**config.mk**
```make
export PLATFORM = sky130hd
export DESIGN_NAME = nibble_spn_permutation_256_unit_flat
export DESIGN_NICKNAME = d
export VERILOG_FILES = /design/src/hw/rtl/nspn_pkg.sv /design/src/hw/rtl/nspn_if.sv /design/src/hw/rtl/nspn_lane.sv /design/src/hw/rtl/nspn_round.sv /design/src/hw/rtl/nibble_spn_permutation_256_unit.sv /design/src/flat_wrapper.sv
export SDC_FILE = /design/constraint.sdc
export NUM_CORES = 2
export LEC_CHECK = 0
export ABC_AREA = 1
export BUFFER_PORTS_ARGS = -buffer_cell sky130_fd_sc_hd__clkbuf_2
export CAP_MARGIN = 20
export CORE_AREA = 8 8 340 425
export DETAILED_ROUTE_END_ITERATION = 16
export DIE_AREA = 0 0 348 433
export PLACE_DENSITY = 0.69
export SLEW_MARGIN = 0
export SYNTH_ARGS = -nofsm -noshare
export SYNTH_HDL_FRONTEND = slang
export SYNTH_SLANG_ARGS = --single-unit
```
**constraint.sdc**
```tcl
create_clock -name clk_i -period 16.9 [get_ports clk_i]
set_input_delay 0.845 -clock clk_i [delete_from_list [all_inputs] [get_ports clk_i]]
set_output_delay 0.845 -clock clk_i [all_outputs]
set_load 0.01 [all_outputs]
```
**src/hw/rtl/nspn_pkg.sv**
```systemverilog
// ----------------------------------------------------------------------------
// nspn_pkg
// Types, round constants and combined mix tables of the 256-bit nibble
// substitution-permutation network.
// ----------------------------------------------------------------------------
`default_nettype none

package nspn_pkg;

  localparam int unsigned Rows   = 8;
  localparam int unsigned Cols   = 8;
  localparam int unsigned RcRows = 12;
  localparam int unsigned RcW    = 4;
  localparam int unsigned WordW  = 64;

  typedef logic [Rows-1:0][31:0] grid_t;
  typedef logic [Rows-1:0][3:0]  nib_col_t;

  typedef enum logic [1:0] {
    ST_LOAD,
    ST_RUN,
    ST_HOLD
  } nspn_state_e;

  localparam logic [3:0] RC [RcRows][Rows] = '{
    '{4'h1, 4'h0, 4'h2, 4'h6, 4'he, 4'hf, 4'hd, 4'h9},
    '{4'h3, 4'h2, 4'h0, 4'h4, 4'hc, 4'hd, 4'hf, 4'hb},
    '{4'h7, 4'h6, 4'h4, 4'h0, 4'h8, 4'h9, 4'hb, 4'hf},
    '{4'he, 4'hf, 4'hd, 4'h9, 4'h1, 4'h0, 4'h2, 4'h6},
    '{4'hd, 4'hc, 4'he, 4'ha, 4'h2, 4'h3, 4'h1, 4'h5},
    '{4'hb, 4'ha, 4'h8, 4'hc, 4'h4, 4'h5, 4'h7, 4'h3},
    '{4'h6, 4'h7, 4'h5, 4'h1, 4'h9, 4'h8, 4'ha, 4'he},
    '{4'hc, 4'hd, 4'hf, 4'hb, 4'h3, 4'h2, 4'h0, 4'h4},
    '{4'h9, 4'h8, 4'ha, 4'he, 4'h6, 4'h7, 4'h5, 4'h1},
    '{4'h2, 4'h3, 4'h1, 4'h5, 4'hd, 4'hc, 4'he, 4'ha},
    '{4'h5, 4'h4, 4'h6, 4'h2, 4'ha, 4'hb, 4'h9, 4'hd},
    '{4'ha, 4'hb, 4'h9, 4'hd, 4'h5, 4'h4, 4'h6, 4'h2}
  };

  localparam logic [31:0] MIX [Rows][16] = '{
    '{32'hbf5c86f8, 32'ha9756b96, 32'hceb643e4, 32'h5dab3cd3,
      32'h1629ed6e, 32'h00000000, 32'h71eac51c, 32'h931d7f37,
      32'h67c32872, 32'hf4de5745, 32'hd89fae8a, 32'h3a6814a1,
      32'h85349259, 32'he2f7ba2b, 32'h2c41f9cf, 32'h4b82d1bd},
    '{32'h565ef4bc, 32'h7b7d93a5, 32'hb3b7e2c6, 32'hacafd85b,
      32'h2d236719, 32'h00000000, 32'he5e9167a, 32'h1f183a9d,
      32'hc8ca7163, 32'hd7d24bfe, 32'h9e9485df, 32'h6465a938,
      32'h323b5d84, 32'hfaf12ce7, 32'h4946ce21, 32'h818cbf42},
    '{32'hba3969b3, 32'haec2b2ac, 32'hc58d3dc8, 32'h5761c156,
      32'h14fbdb1f, 32'h00000000, 32'h7fb4547b, 32'h92ecfc9e,
      32'h6b4f8f64, 32'hf9a373fa, 32'hd176e6d7, 32'h3c2e4e32,
      32'h86172781, 32'hed58a8e5, 32'h28d5952d, 32'h439a1a49},
    '{32'hd33c3811, 32'h1cc5c644, 32'hf8868499, 32'h966b6322,
      32'hcff9fe55, 32'h00000000, 32'h2bbabc88, 32'h6eede7bb,
      32'he44342dd, 32'h8aaea566, 32'h377f7acc, 32'h722821ff,
      32'ha11419ee, 32'h45575b33, 32'hbdd1dfaa, 32'h59929d77},
    '{32'hb26f4579, 32'ha8b937f2, 32'hc13e2bad, 32'h54cd8ae1,
      32'h1ad6728b, 32'h00000000, 32'h73516ed4, 32'h95f3a14c,
      32'h69871c5f, 32'hfc74bd13, 32'hdbe85926, 32'h3d4a96be,
      32'h8f25d3c7, 32'he6a2cf98, 32'h279ce435, 32'h4e1bf86a},
    '{32'ha2539fc1, 32'he87c2954, 32'h51b8de69, 32'h74a61db2,
      32'h4a2fb695, 32'h00000000, 32'hf3eb41a8, 32'h251ec3db,
      32'hb9c4f73d, 32'h9cda34e6, 32'h1b9768fc, 32'hcd62ea8f,
      32'h6f31754e, 32'hd6f58273, 32'h874d5c1a, 32'h3e89ab27},
    '{32'h993846cb, 32'h22c63b5a, 32'hdd84236c, 32'h11638cb5,
      32'hbbfe7d91, 32'h00000000, 32'h44bc65a7, 32'hcce7afd9,
      32'hff421836, 32'h33a5b7ef, 32'h667a5efd, 32'hee219483,
      32'h7719d248, 32'h885bca7e, 32'h55dfe912, 32'haa9df124},
    '{32'heb643e47, 32'hdab3cd3f, 32'h7c32872a, 32'hf5c86f8e,
      32'h31d7f378, 32'h00000000, 32'h9756b96d, 32'h89fae8a4,
      32'ha6814a15, 32'h2f7ba2b1, 32'h4de57452, 32'h5349259b,
      32'hb82d1bdc, 32'h1eac51c9, 32'h629ed6e3, 32'hc41f9cf6}
  };

  function automatic logic [3:0] rc_cell(logic [RcW-1:0] idx, int unsigned row);
    logic [3:0] v;
    v = '0;
    if (int'(idx) < RcRows) begin
      v = RC[idx][row];
    end
    return v;
  endfunction

endpackage

`default_nettype wire

```
**src/hw/rtl/nspn_if.sv**
```systemverilog
// ----------------------------------------------------------------------------
// nspn_in_if / nspn_out_if
// Valid/ready channels carrying state words into and result words out of
// the permutation unit.
// ----------------------------------------------------------------------------
`default_nettype none

interface nspn_in_if;
  logic        valid;
  logic        ready;
  logic [63:0] state_word;

  modport source (output valid, output state_word, input ready);
  modport sink   (input valid, input state_word, output ready);
endinterface

interface nspn_out_if;
  logic        valid;
  logic        ready;
  logic [63:0] result_word;
  logic        last_word;

  modport source (output valid, output result_word, output last_word, input ready);
  modport sink   (input valid, input result_word, input last_word, output ready);
endinterface

`default_nettype wire

```
**src/hw/rtl/nspn_lane.sv**
```systemverilog
// ----------------------------------------------------------------------------
// nspn_lane
// One output column of the combined S-box, row-shift and column-mix step:
// XOR of one table entry per row.
// ----------------------------------------------------------------------------
`default_nettype none

module nspn_lane (
  input  wire nspn_pkg::nib_col_t nib_i,
  output logic [31:0]             mix_o
);
  import nspn_pkg::*;

  always_comb begin
    mix_o = '0;
    for (int r = 0; r < Rows; r++) begin
      mix_o = mix_o ^ MIX[r][nib_i[r]];
    end
  end

endmodule

`default_nettype wire

```
**src/hw/rtl/nspn_round.sv**
```systemverilog
// ----------------------------------------------------------------------------
// nspn_round
// One full round: constant addition into column 0, eight mix lanes in
// parallel, and the merge of lane columns back into the cell grid.
// ----------------------------------------------------------------------------
`default_nettype none

module nspn_round (
  input  wire nspn_pkg::grid_t             grid_i,
  input  wire logic [nspn_pkg::RcW-1:0]    rc_idx_i,
  output nspn_pkg::grid_t                  grid_o
);
  import nspn_pkg::*;

  grid_t               ark;
  nib_col_t [Cols-1:0] lane_nib;
  logic [Cols-1:0][31:0] lane_mix;

  always_comb begin
    ark = grid_i;
    for (int r = 0; r < Rows; r++) begin
      ark[r][3:0] = grid_i[r][3:0] ^ rc_cell(rc_idx_i, r);
    end
  end

  always_comb begin
    for (int c = 0; c < Cols; c++) begin
      for (int r = 0; r < Rows; r++) begin
        lane_nib[c][r] = ark[r][4*((r+c)%8) +: 4];
      end
    end
  end

  for (genvar c = 0; c < Cols; c++) begin : g_lane
    nspn_lane u_lane (
      .nib_i (lane_nib[c]),
      .mix_o (lane_mix[c])
    );
  end

  always_comb begin
    for (int r = 0; r < Rows; r++) begin
      for (int c = 0; c < Cols; c++) begin
        grid_o[r][4*c +: 4] = lane_mix[c][28-4*r +: 4];
      end
    end
  end

endmodule

`default_nettype wire

```
**src/hw/rtl/nibble_spn_permutation_256_unit.sv**
```systemverilog
// ----------------------------------------------------------------------------
// nibble_spn_permutation_256_unit
// 256-bit nibble SPN permutation over an 8x8 grid of 4-bit cells, loaded
// and emitted as four 64-bit words.
// ----------------------------------------------------------------------------
// Four state words are taken one per cycle; the fourth starts ROUNDS rounds,
// one round per cycle through eight parallel column lanes. The permuted state
// moves into an output buffer and drains as four words, the fourth flagged
// last, while the next four words load. The single round datapath sets the
// throughput: no new words are taken while the rounds run, or while the
// permuted state waits in ST_HOLD for the output buffer to drain.
`default_nettype none

module nibble_spn_permutation_256_unit #(
  parameter int unsigned ROUNDS = 12
) (
  input  wire logic  clk_i,
  input  wire logic  rst_ni,
  nspn_in_if.sink    in_i,
  nspn_out_if.source out_o
);
  import nspn_pkg::*;

  nspn_state_e      state_q, state_d;
  logic [1:0]       load_cnt_q, load_cnt_d;
  logic [RcW-1:0]   round_q, round_d;
  grid_t            grid_q, grid_d;
  grid_t            round_out;
  grid_t            buf_q;
  logic [1:0]       out_cnt_q;
  logic             out_busy_q;
  logic             in_fire, out_fire, out_last, buf_free, buf_load;
  logic             last_round;

  assign in_i.ready = (state_q == ST_LOAD);
  assign in_fire    = in_i.valid && in_i.ready;
  assign out_fire   = out_o.valid && out_o.ready;
  assign out_last   = (out_cnt_q == 2'd3);
  assign buf_free   = !out_busy_q || (out_fire && out_last);
  assign last_round = (round_q == RcW'(ROUNDS - 1));

  nspn_round u_round (
    .grid_i   (grid_q),
    .rc_idx_i (round_q),
    .grid_o   (round_out)
  );

  always_comb begin
    state_d     = state_q;
    load_cnt_d  = load_cnt_q;
    round_d     = round_q;
    grid_d      = grid_q;
    buf_load    = 1'b0;
    case (state_q)
      ST_LOAD: begin
        if (in_fire) begin
          grid_d[{load_cnt_q, 1'b0}] = in_i.state_word[31:0];
          grid_d[{load_cnt_q, 1'b1}] = in_i.state_word[63:32];
          load_cnt_d = load_cnt_q + 2'd1;
          if (load_cnt_q == 2'd3) begin
            state_d = ST_RUN;
          end
        end
      end
      ST_RUN: begin
        grid_d = round_out;
        if (last_round) begin
          round_d = '0;
          if (buf_free) begin
            buf_load = 1'b1;
            state_d  = ST_LOAD;
          end else begin
            state_d  = ST_HOLD;
          end
        end else begin
          round_d = round_q + RcW'(1);
        end
      end
      ST_HOLD: begin
        if (buf_free) begin
          buf_load = 1'b1;
          state_d  = ST_LOAD;
        end
      end
      default: begin
        state_d = ST_LOAD;
      end
    endcase
  end

  always_ff @(posedge clk_i or negedge rst_ni) begin
    if (!rst_ni) begin
      state_q    <= ST_LOAD;
      load_cnt_q <= '0;
      round_q    <= '0;
      out_cnt_q  <= '0;
      out_busy_q <= 1'b0;
    end else begin
      state_q    <= state_d;
      load_cnt_q <= load_cnt_d;
      round_q    <= round_d;
      if (buf_load) begin
        out_busy_q <= 1'b1;
        out_cnt_q  <= '0;
      end else if (out_fire) begin
        out_cnt_q <= out_cnt_q + 2'd1;
        if (out_last) begin
          out_busy_q <= 1'b0;
        end
      end
    end
  end

  always_ff @(posedge clk_i) begin
    grid_q <= grid_d;
    if (buf_load) begin
      buf_q <= (state_q == ST_RUN) ? round_out : grid_q;
    end
  end

  assign out_o.valid       = out_busy_q;
  assign out_o.result_word = {buf_q[{out_cnt_q, 1'b1}], buf_q[{out_cnt_q, 1'b0}]};
  assign out_o.last_word   = out_last;

`ifndef SYNTHESIS
  a_round_idle: assert property (@(posedge clk_i) disable iff (!rst_ni)
    state_q != ST_RUN |-> round_q == '0)
    else $error("round counter not zero outside rounds");

  a_fourth_word_runs: assert property (@(posedge clk_i) disable iff (!rst_ni)
    in_fire && load_cnt_q == 2'd3 |=> state_q == ST_RUN)
    else $error("fourth word did not start rounds");

  a_drain_ends: assert property (@(posedge clk_i) disable iff (!rst_ni)
    out_fire && out_last && !buf_load |=> !out_o.valid)
    else $error("output still valid after last transfer");

  a_no_overwrite: assert property (@(posedge clk_i) disable iff (!rst_ni)
    buf_load |-> !out_busy_q || (out_fire && out_last))
    else $error("output buffer overwritten before drained");
`endif

endmodule

`default_nettype wire

```
**src/flat_wrapper.sv**
```systemverilog
// flat-port wrapper written by rule: the top's interface ports become plain ports
module nibble_spn_permutation_256_unit_flat import nspn_pkg::*;
#(
  parameter int unsigned ROUNDS = 12
)
  (clk_i, rst_ni, in_i_valid, in_i_state_word, in_i_ready, out_o_valid, out_o_result_word, out_o_last_word, out_o_ready);
  nspn_in_if in_i_i ();
  nspn_out_if out_o_i ();
  input  wire logic clk_i;
  input  wire logic rst_ni;
  input wire logic [$bits(in_i_i.valid)-1:0] in_i_valid;
  input wire logic [$bits(in_i_i.state_word)-1:0] in_i_state_word;
  output wire logic [$bits(in_i_i.ready)-1:0] in_i_ready;
  output wire logic [$bits(out_o_i.valid)-1:0] out_o_valid;
  output wire logic [$bits(out_o_i.result_word)-1:0] out_o_result_word;
  output wire logic [$bits(out_o_i.last_word)-1:0] out_o_last_word;
  input wire logic [$bits(out_o_i.ready)-1:0] out_o_ready;
  assign in_i_i.valid = in_i_valid;
  assign in_i_i.state_word = in_i_state_word;
  assign in_i_ready = in_i_i.ready;
  assign out_o_valid = out_o_i.valid;
  assign out_o_result_word = out_o_i.result_word;
  assign out_o_last_word = out_o_i.last_word;
  assign out_o_i.ready = out_o_ready;
  nibble_spn_permutation_256_unit #(.ROUNDS(ROUNDS)) u_core (.clk_i(clk_i), .rst_ni(rst_ni), .in_i(in_i_i), .out_o(out_o_i));
endmodule
```
# --- Word level (Yosys, flattened, before mapping) ---
# Memory sizes are Yosys's and may differ from the RTL's.
# Cells that the tools add are included.
totals:
  wordCells: 480
  reg_bits: 523
  n_memories: 65
  mem_bits_ro: 33280
  output_inout_bits: 67
mem_list:
  columns: ["name", "words", "width", "rd", "rd_clocked_by_memory_dff", "write_ports", "line", "source"]
  rows:
  - ["(no name shown)", 16, 32, 1, 0, 0, "nspn_lane.sv:17", "mix_o = mix_o ^ MIX[r][nib_i[r]];"]
  - ["(no name shown)", 16, 32, 1, 0, 0, "nspn_lane.sv:17", null]
  - ["(no name shown)", 16, 32, 1, 0, 0, "nspn_lane.sv:17", null]
  - ["(no name shown)", 16, 32, 1, 0, 0, "nspn_lane.sv:17", null]
  - ["(no name shown)", 16, 32, 1, 0, 0, "nspn_lane.sv:17", null]
  - ["(no name shown)", 16, 32, 1, 0, 0, "nspn_lane.sv:17", null]
  - ["+59 memories", null, null, null, null, null, null, null]
classes:
  addsub: 3
  order_cmp: 72
  mux: 166
  n_bitwise: 129
  reduce_logical: 15
  n_eq_ne: 9
ops:
  columns: ["cell", "count"]
  rows:
  - ["two-way mux 32 bit", 134]
  - ["XOR 32 bit", 56]
  - ["bitwise mux 256 bit", 2]
  - ["two-way mux 256 bit", 2]
  - ["case mux 256 bit (2 select lines)", 1]
  - ["greater-or-equal comparator 5 bit, second input constant", 65]
  - ["inverter 4 -> 5 bit", 65]
  - ["binary-select mux 32 bit (select 2 bit)", 2]
  - ["demux 32 bit (select 2 bit)", 2]
  - ["two-way mux 4 bit", 9]
  - ["XOR 4 bit", 8]
  - ["< comparator 3 x 4 -> 1 bit, second input constant", 4]
  - ["two-way mux 2 bit", 7]
  - ["== test 2 bit, second input constant", 3]
  - ["greater-or-equal comparator 3 x 1 -> 1 bit, second input constant", 2]
  - ["case mux 2 bit (3 select lines)", 1]
  - ["AND reduction 2 bit", 3]
  - ["nonzero test 2 bit", 3]
  - ["logical AND 1 bit", 5]
  - ["two-way mux 1 bit", 5]
  - ["adder 2 x 1 -> 2 bit, second input constant", 2]
  - ["adder 4 x 1 -> 4 bit, second input constant", 1]
  - ["== test 4 bit, second input constant", 1]
  - ["< comparator 4 bit, second input constant", 1]
  - ["other kinds (8)", 10]

# --- Logic depth before layout (Yosys ltp) ---
depth:
  ltp_word: 18
  mapped_depth: 21

# --- Cells and area by module ---
# From an unflattened synthesis, not the netlist that was laid out.
unflattened:
  hier_cells: 12736
  area_unflattened_um2: 77750.8
modules_own_cells:
  columns: ["mod", "cells_each", "n_inst", "area_each_um2"]
  rows:
  - ["nspn_lane", 1296, 8, 6572.6]
  - ["nibble_spn_permutation_256_unit", 2200, 1, 24282.0]
  - ["nspn_round", 168, 1, 888.4]

# --- Worst setup path after synthesis ---
# OpenSTA, ideal clock, no wires.
synth_timing:
  kind: "register to register"
  startpoint: "reg u_core.round_q[1]"
  endpoint: "reg u_core.out_cnt_q[1]"
  stages_incl_launch_ff: 13
  t_required_ns: 16.771
  n_path_buf: 0
  slack_ns: 3.531
  t_arrival_ns: 13.240
  path_cell_list: "dfrtp_1 ha_1 nand2_1 nor2_1 inv_1 nor2_1 o21ai_0 nor2_1 inv_1 nand2_1 nor2_1 a31oi_1 inv_1"
synth_between:
  elab_chain_len: 4
synth_rtl:
  columns: ["element", "line", "source"]
  rows:
  - ["from (decl)", "nibble_spn_permutation_256_unit.sv:26", "logic [RcW-1:0] round_q, round_d;"]
  - ["from (signal assigned)", "nibble_spn_permutation_256_unit.sv:101", "round_q <= round_d;"]
  - ["== test 4 bit (*)", "nibble_spn_permutation_256_unit.sv:40", "assign last_round = (round_q == RcW'(ROUNDS - 1));"]
  - ["two-way mux 1 bit (*)", "nibble_spn_permutation_256_unit.sv:67", "if (last_round) begin"]
  - ["case mux 1 bit (2 select lines) (*)", "nibble_spn_permutation_256_unit.sv:54", "case (state_q)"]
  - ["net u_core.buf_load", "nibble_spn_permutation_256_unit.sv:32", "logic in_fire, out_fire, out_last, buf_free, buf_load;"]
  - ["two-way mux 2 bit / nonzero test 2 bit (equally long branches)", null, null]
  - ["to (signal assigned)", "nibble_spn_permutation_256_unit.sv:106", "out_cnt_q <= out_cnt_q + 2'd1;"]
  - ["to (decl)", "nibble_spn_permutation_256_unit.sv:30", "logic [1:0] out_cnt_q;"]
# The timed path passes the listed nets; every way through them passes the cells marked *.
# A chain may end at the register's enable or synchronous reset.

# --- Worst setup path in the final report ---
layout_timing:
  startpoint: "reg u_core.state_q[1]"
  endpoint: "reg u_core.buf_q[27] (netlist name) (enable)"
layout_between:
  elab_chain_len: 2
layout_rtl:
  columns: ["element", "line", "source"]
  rows:
  - ["from (decl)", "nibble_spn_permutation_256_unit.sv:24", "nspn_state_e state_q, state_d;"]
  - ["from (signal assigned)", "nibble_spn_permutation_256_unit.sv:99", "state_q <= state_d;"]
  - ["== test 2 bit / == test 2 x 1 -> 1 bit (equally long branches)", "nibble_spn_permutation_256_unit.sv:54", null]
  - ["case mux 1 bit (2 select lines) (*)", "nibble_spn_permutation_256_unit.sv:54", null]
  - ["net u_core.buf_load", "nibble_spn_permutation_256_unit.sv:32", null]
  - ["to (signal assigned)", "nibble_spn_permutation_256_unit.sv:117", "buf_q <= (state_q == ST_RUN) ? round_out : grid_q;"]
  - ["to (decl)", "nibble_spn_permutation_256_unit.sv:29", "grid_t buf_q;"]
# Marked as above.

==> results.yml <==
setup_path:
  rrSetupSlack_ps: 11570
  rr_endpoint: "u_core.buf_q[27]"
  cp-start-kind: "register"
  crit_path_max_fanout: 159
  crit_type: "reg2reg"
  worstSetupEndpointType: "register"
  crit_required_ps: 17190
  crit_chain: "inv_1 > ha_4 > inv_8 > nor2_1 > o21ai_0 > nor2_4 > buf_12 > buf_4"
  cp.arrival_ps: 5620
  crit_path_start: "u_core.state_q[1]"
  timing.rr.start: "u_core.state_q[1]"
  slowest_stage: "buf_4"
  slowest_delay_ps: 920
  reg2regPathDepth: 8
logic_synthesis:
  synth_warnings: 0
  ys_seq_elements: 523
  synthSimpleGateAreaFrac_pct: 47.6
  synthesis.nets: 13100
  synthAdderAreaFrac_pct: 5.78
  yosysTopAreaCell: "nand2_1"
  yosysTopAreaCellShare_pct: 31.0
  synth_xor_area_share_pct: 7.87
  post-synth-top-count-cell: "nand2_1"
  ys_seq_area_share_pct: 21.6
  yosys-top-cells-count: "nand2_1, nand3_1, inv_1"
  synth.distinct_cells: 48
  syn_avg_cell_area_um2: 5.70
  syn-instance-count: 12700
  synth_top_family_by_area: "simple AND/OR/NAND/NOR gates"
  synth_compound_area_share_pct: 7.75
  ys_async_sr_fraction_pct: 2.10
  netlist_area_um2: 72500
  synthTopCellsByArea: "nand2_1, edfxtp_1, nand3_1, inv_1, ha_1"
  synth_mux_area_share_pct: 0.0138
  synth_flop_cell: "edfxtp_1"
  synth-edff-count: 512
clock_tree:
  cts_tree: "done"
  cts_root_buf: "clkbuf_16"
  clk_pin_slew_worst_paths_ps: 70
  clkSinkCount: 523
  clockBufferDepth: 3
  worstSkewPairLatency_ps: 710
  hold_buffers: 0
  htreeDepth: 2
  cts_resized: 0
  numCtsBuffers: 57
  cts_setup_buffers: 0
finish:
  drive_gt1_share_pct: 3.52
  area_growth_pct: 5.84
  final_nets: 13100
  fillers: 14000
  instances_no_fill: 14600
  fin_area_um2: 76800
place:
  io_buffers: 134
  place_inst: 14500
  hpwl_mm: 275
  gp_congestion: 1.13
  placed_cell_area_um2: 74800
floorplanning:
  die-area_um2: 151000
  dieHeight_um: 433
  start_util_pct: 52.6
  core_area_um2: 138000
  rows: 153
  io_pins: 135
  die_w_um: 348
global_routing:
  grt_pass1_vias: 76700
  grt_max_degree: 160
  antenna_found_initial: 19
  gr-total-overflow: 0
  grt.total_usage_pct: 42.7
  grt_pass1_wl_mm: 482
routing:
  wirelength_mm: 338
  drtIter0Drc: 10300
  vias: 85400
  antenna_left: 0
  drt-vias-per-instance: 5.85
  drc: 0
  post_drt_wl_per_cell_um: 23.2
  drt_first_pass_iters: 7
timing:
  grt_setup_unrepaired: "no"
  finalCriticalPeriod_ps: 5330
  tightest_slew_ps: 1290
  fin_skew_ps: 53.7
  fin_hold_ws_ps: 65.0
  setup_viol: 0
  min_period_over_period_pct: 31.5
  tns_ps: 0
  slew_headroom_pct: 13.2
  final_max_slew_viol_count: 0
  hold_viol_final: 0
  clock.fmax_ghz: 0.188
run_status:
  outcome: "finished clean"
worst_hold_path:
  hp-class: "in2async"
flow_run:
  drv_cap: 0
cell type report:
| type | instances | area (µm²) | share of cell area, % |
|---|---|---|---|
| antenna | 9 | 22.5 | 0.0293 |
| clock buffer | 62 | 1450 | 1.88 |
| clock inverter | 45 | 430 | 0.561 |
| inverter | 1410 | 5310 | 6.91 |
| multi-input combinational | 10400 | 50200 | 65.3 |
| sequential | 523 | 15700 | 20.4 |
| tap | 1860 | 2330 | 3.03 |
| timing repair buffer | 232 | 1420 | 1.85 |
kinds of logic after synthesis:
logic type                 after synthesis
adders and majority gates              335
AOI/OAI and AO/OA                     1044
xor gates and xnor gates               640
and+or+nand+nor                       8424
buffers and inverters                 1765
DFF                                    523
muxes                                    1
worst max path at each step:
| stage | slack, ps | cells after the start | endpoint |
|---|---|---|---|
| 2_1_floorplan | 3530 | 12 | u_core.out_cnt_q[1] |
| 3_3_place_gp | 11950 | 8 | u_core.buf_q[26] |
| 3_5_place_dp | 11800 | 8 | u_core.buf_q[88] |
| 4_1_cts | 11740 | 8 | u_core.buf_q[219] |
| 5_1_grt | 11450 | 8 | u_core.buf_q[25] |
| 6_report | 11570 | 8 | u_core.buf_q[27] |
cell usage in the layout (no fill, tap or decap), types with 14 or more instances in the layout:
master	Yosys	layout
or2_2	67	67
edfxtp_1	512	512
nor2_1	526	521
nand2_1	5999	5999
clkinv_1	31	35
buf_4	14	95
clkbuf_16	0	57
xor2_1	385	385
nand2b_1	14	14
clkbuf_2	5	134
nand3_1	1600	1600
o21ai_1	53	53
inv_1	1373	1370
o211ai_1	66	66
o22ai_1	78	77
ha_1	335	334
nand4_1	85	85
a21oi_1	96	92
xnor2_1	246	246
o21ai_0	698	698
nand3b_1	113	113
registers in the layout, summed over array words and instances (netlist names):
signal,cells
u_core.load_cnt_q,2
u_core.buf_q,256
u_core.out_o.valid,1
u_core.out_cnt_q,2
u_core.state_q,2
u_core.round_q,4
u_core.grid_q,256
per-stage QoR:
step                      util (%)  setup WS (ps)
final                         55.6          11570
after CTS                     55.6          11740
after detailed placement      54.2          11800
after global routing          55.6          11450
after floorplan                  -           3530
after global placement        54.2          11950
per-layer routing:
| metal | vias up | GRT usage, % | wire length (µm) |
|---|---|---|---|
| met1 | 38200 | 46.7 | 115000 |
| li1 | 40400 | - | - |
| met2 | 5336 | 67.5 | 145000 |
| met3 | 1449 | 11.1 | 39200 |
| met5 | - | 0 | 64 |
| met4 | 10 | 39.9 | 39400 |
worst max-delay path: cells and delay by family, from the launching register on:
family,cells,cell delay [ps]
AOI/OAI and AO/OA,1,270
adders and majority gates,1,650
buffers and inverters,4,2080
DFF,1,380
and+or+nand+nor,2,1240
Power is not shown: default switching activity piles up to over one toggle a cycle in this logic, so the estimate is an artifact.
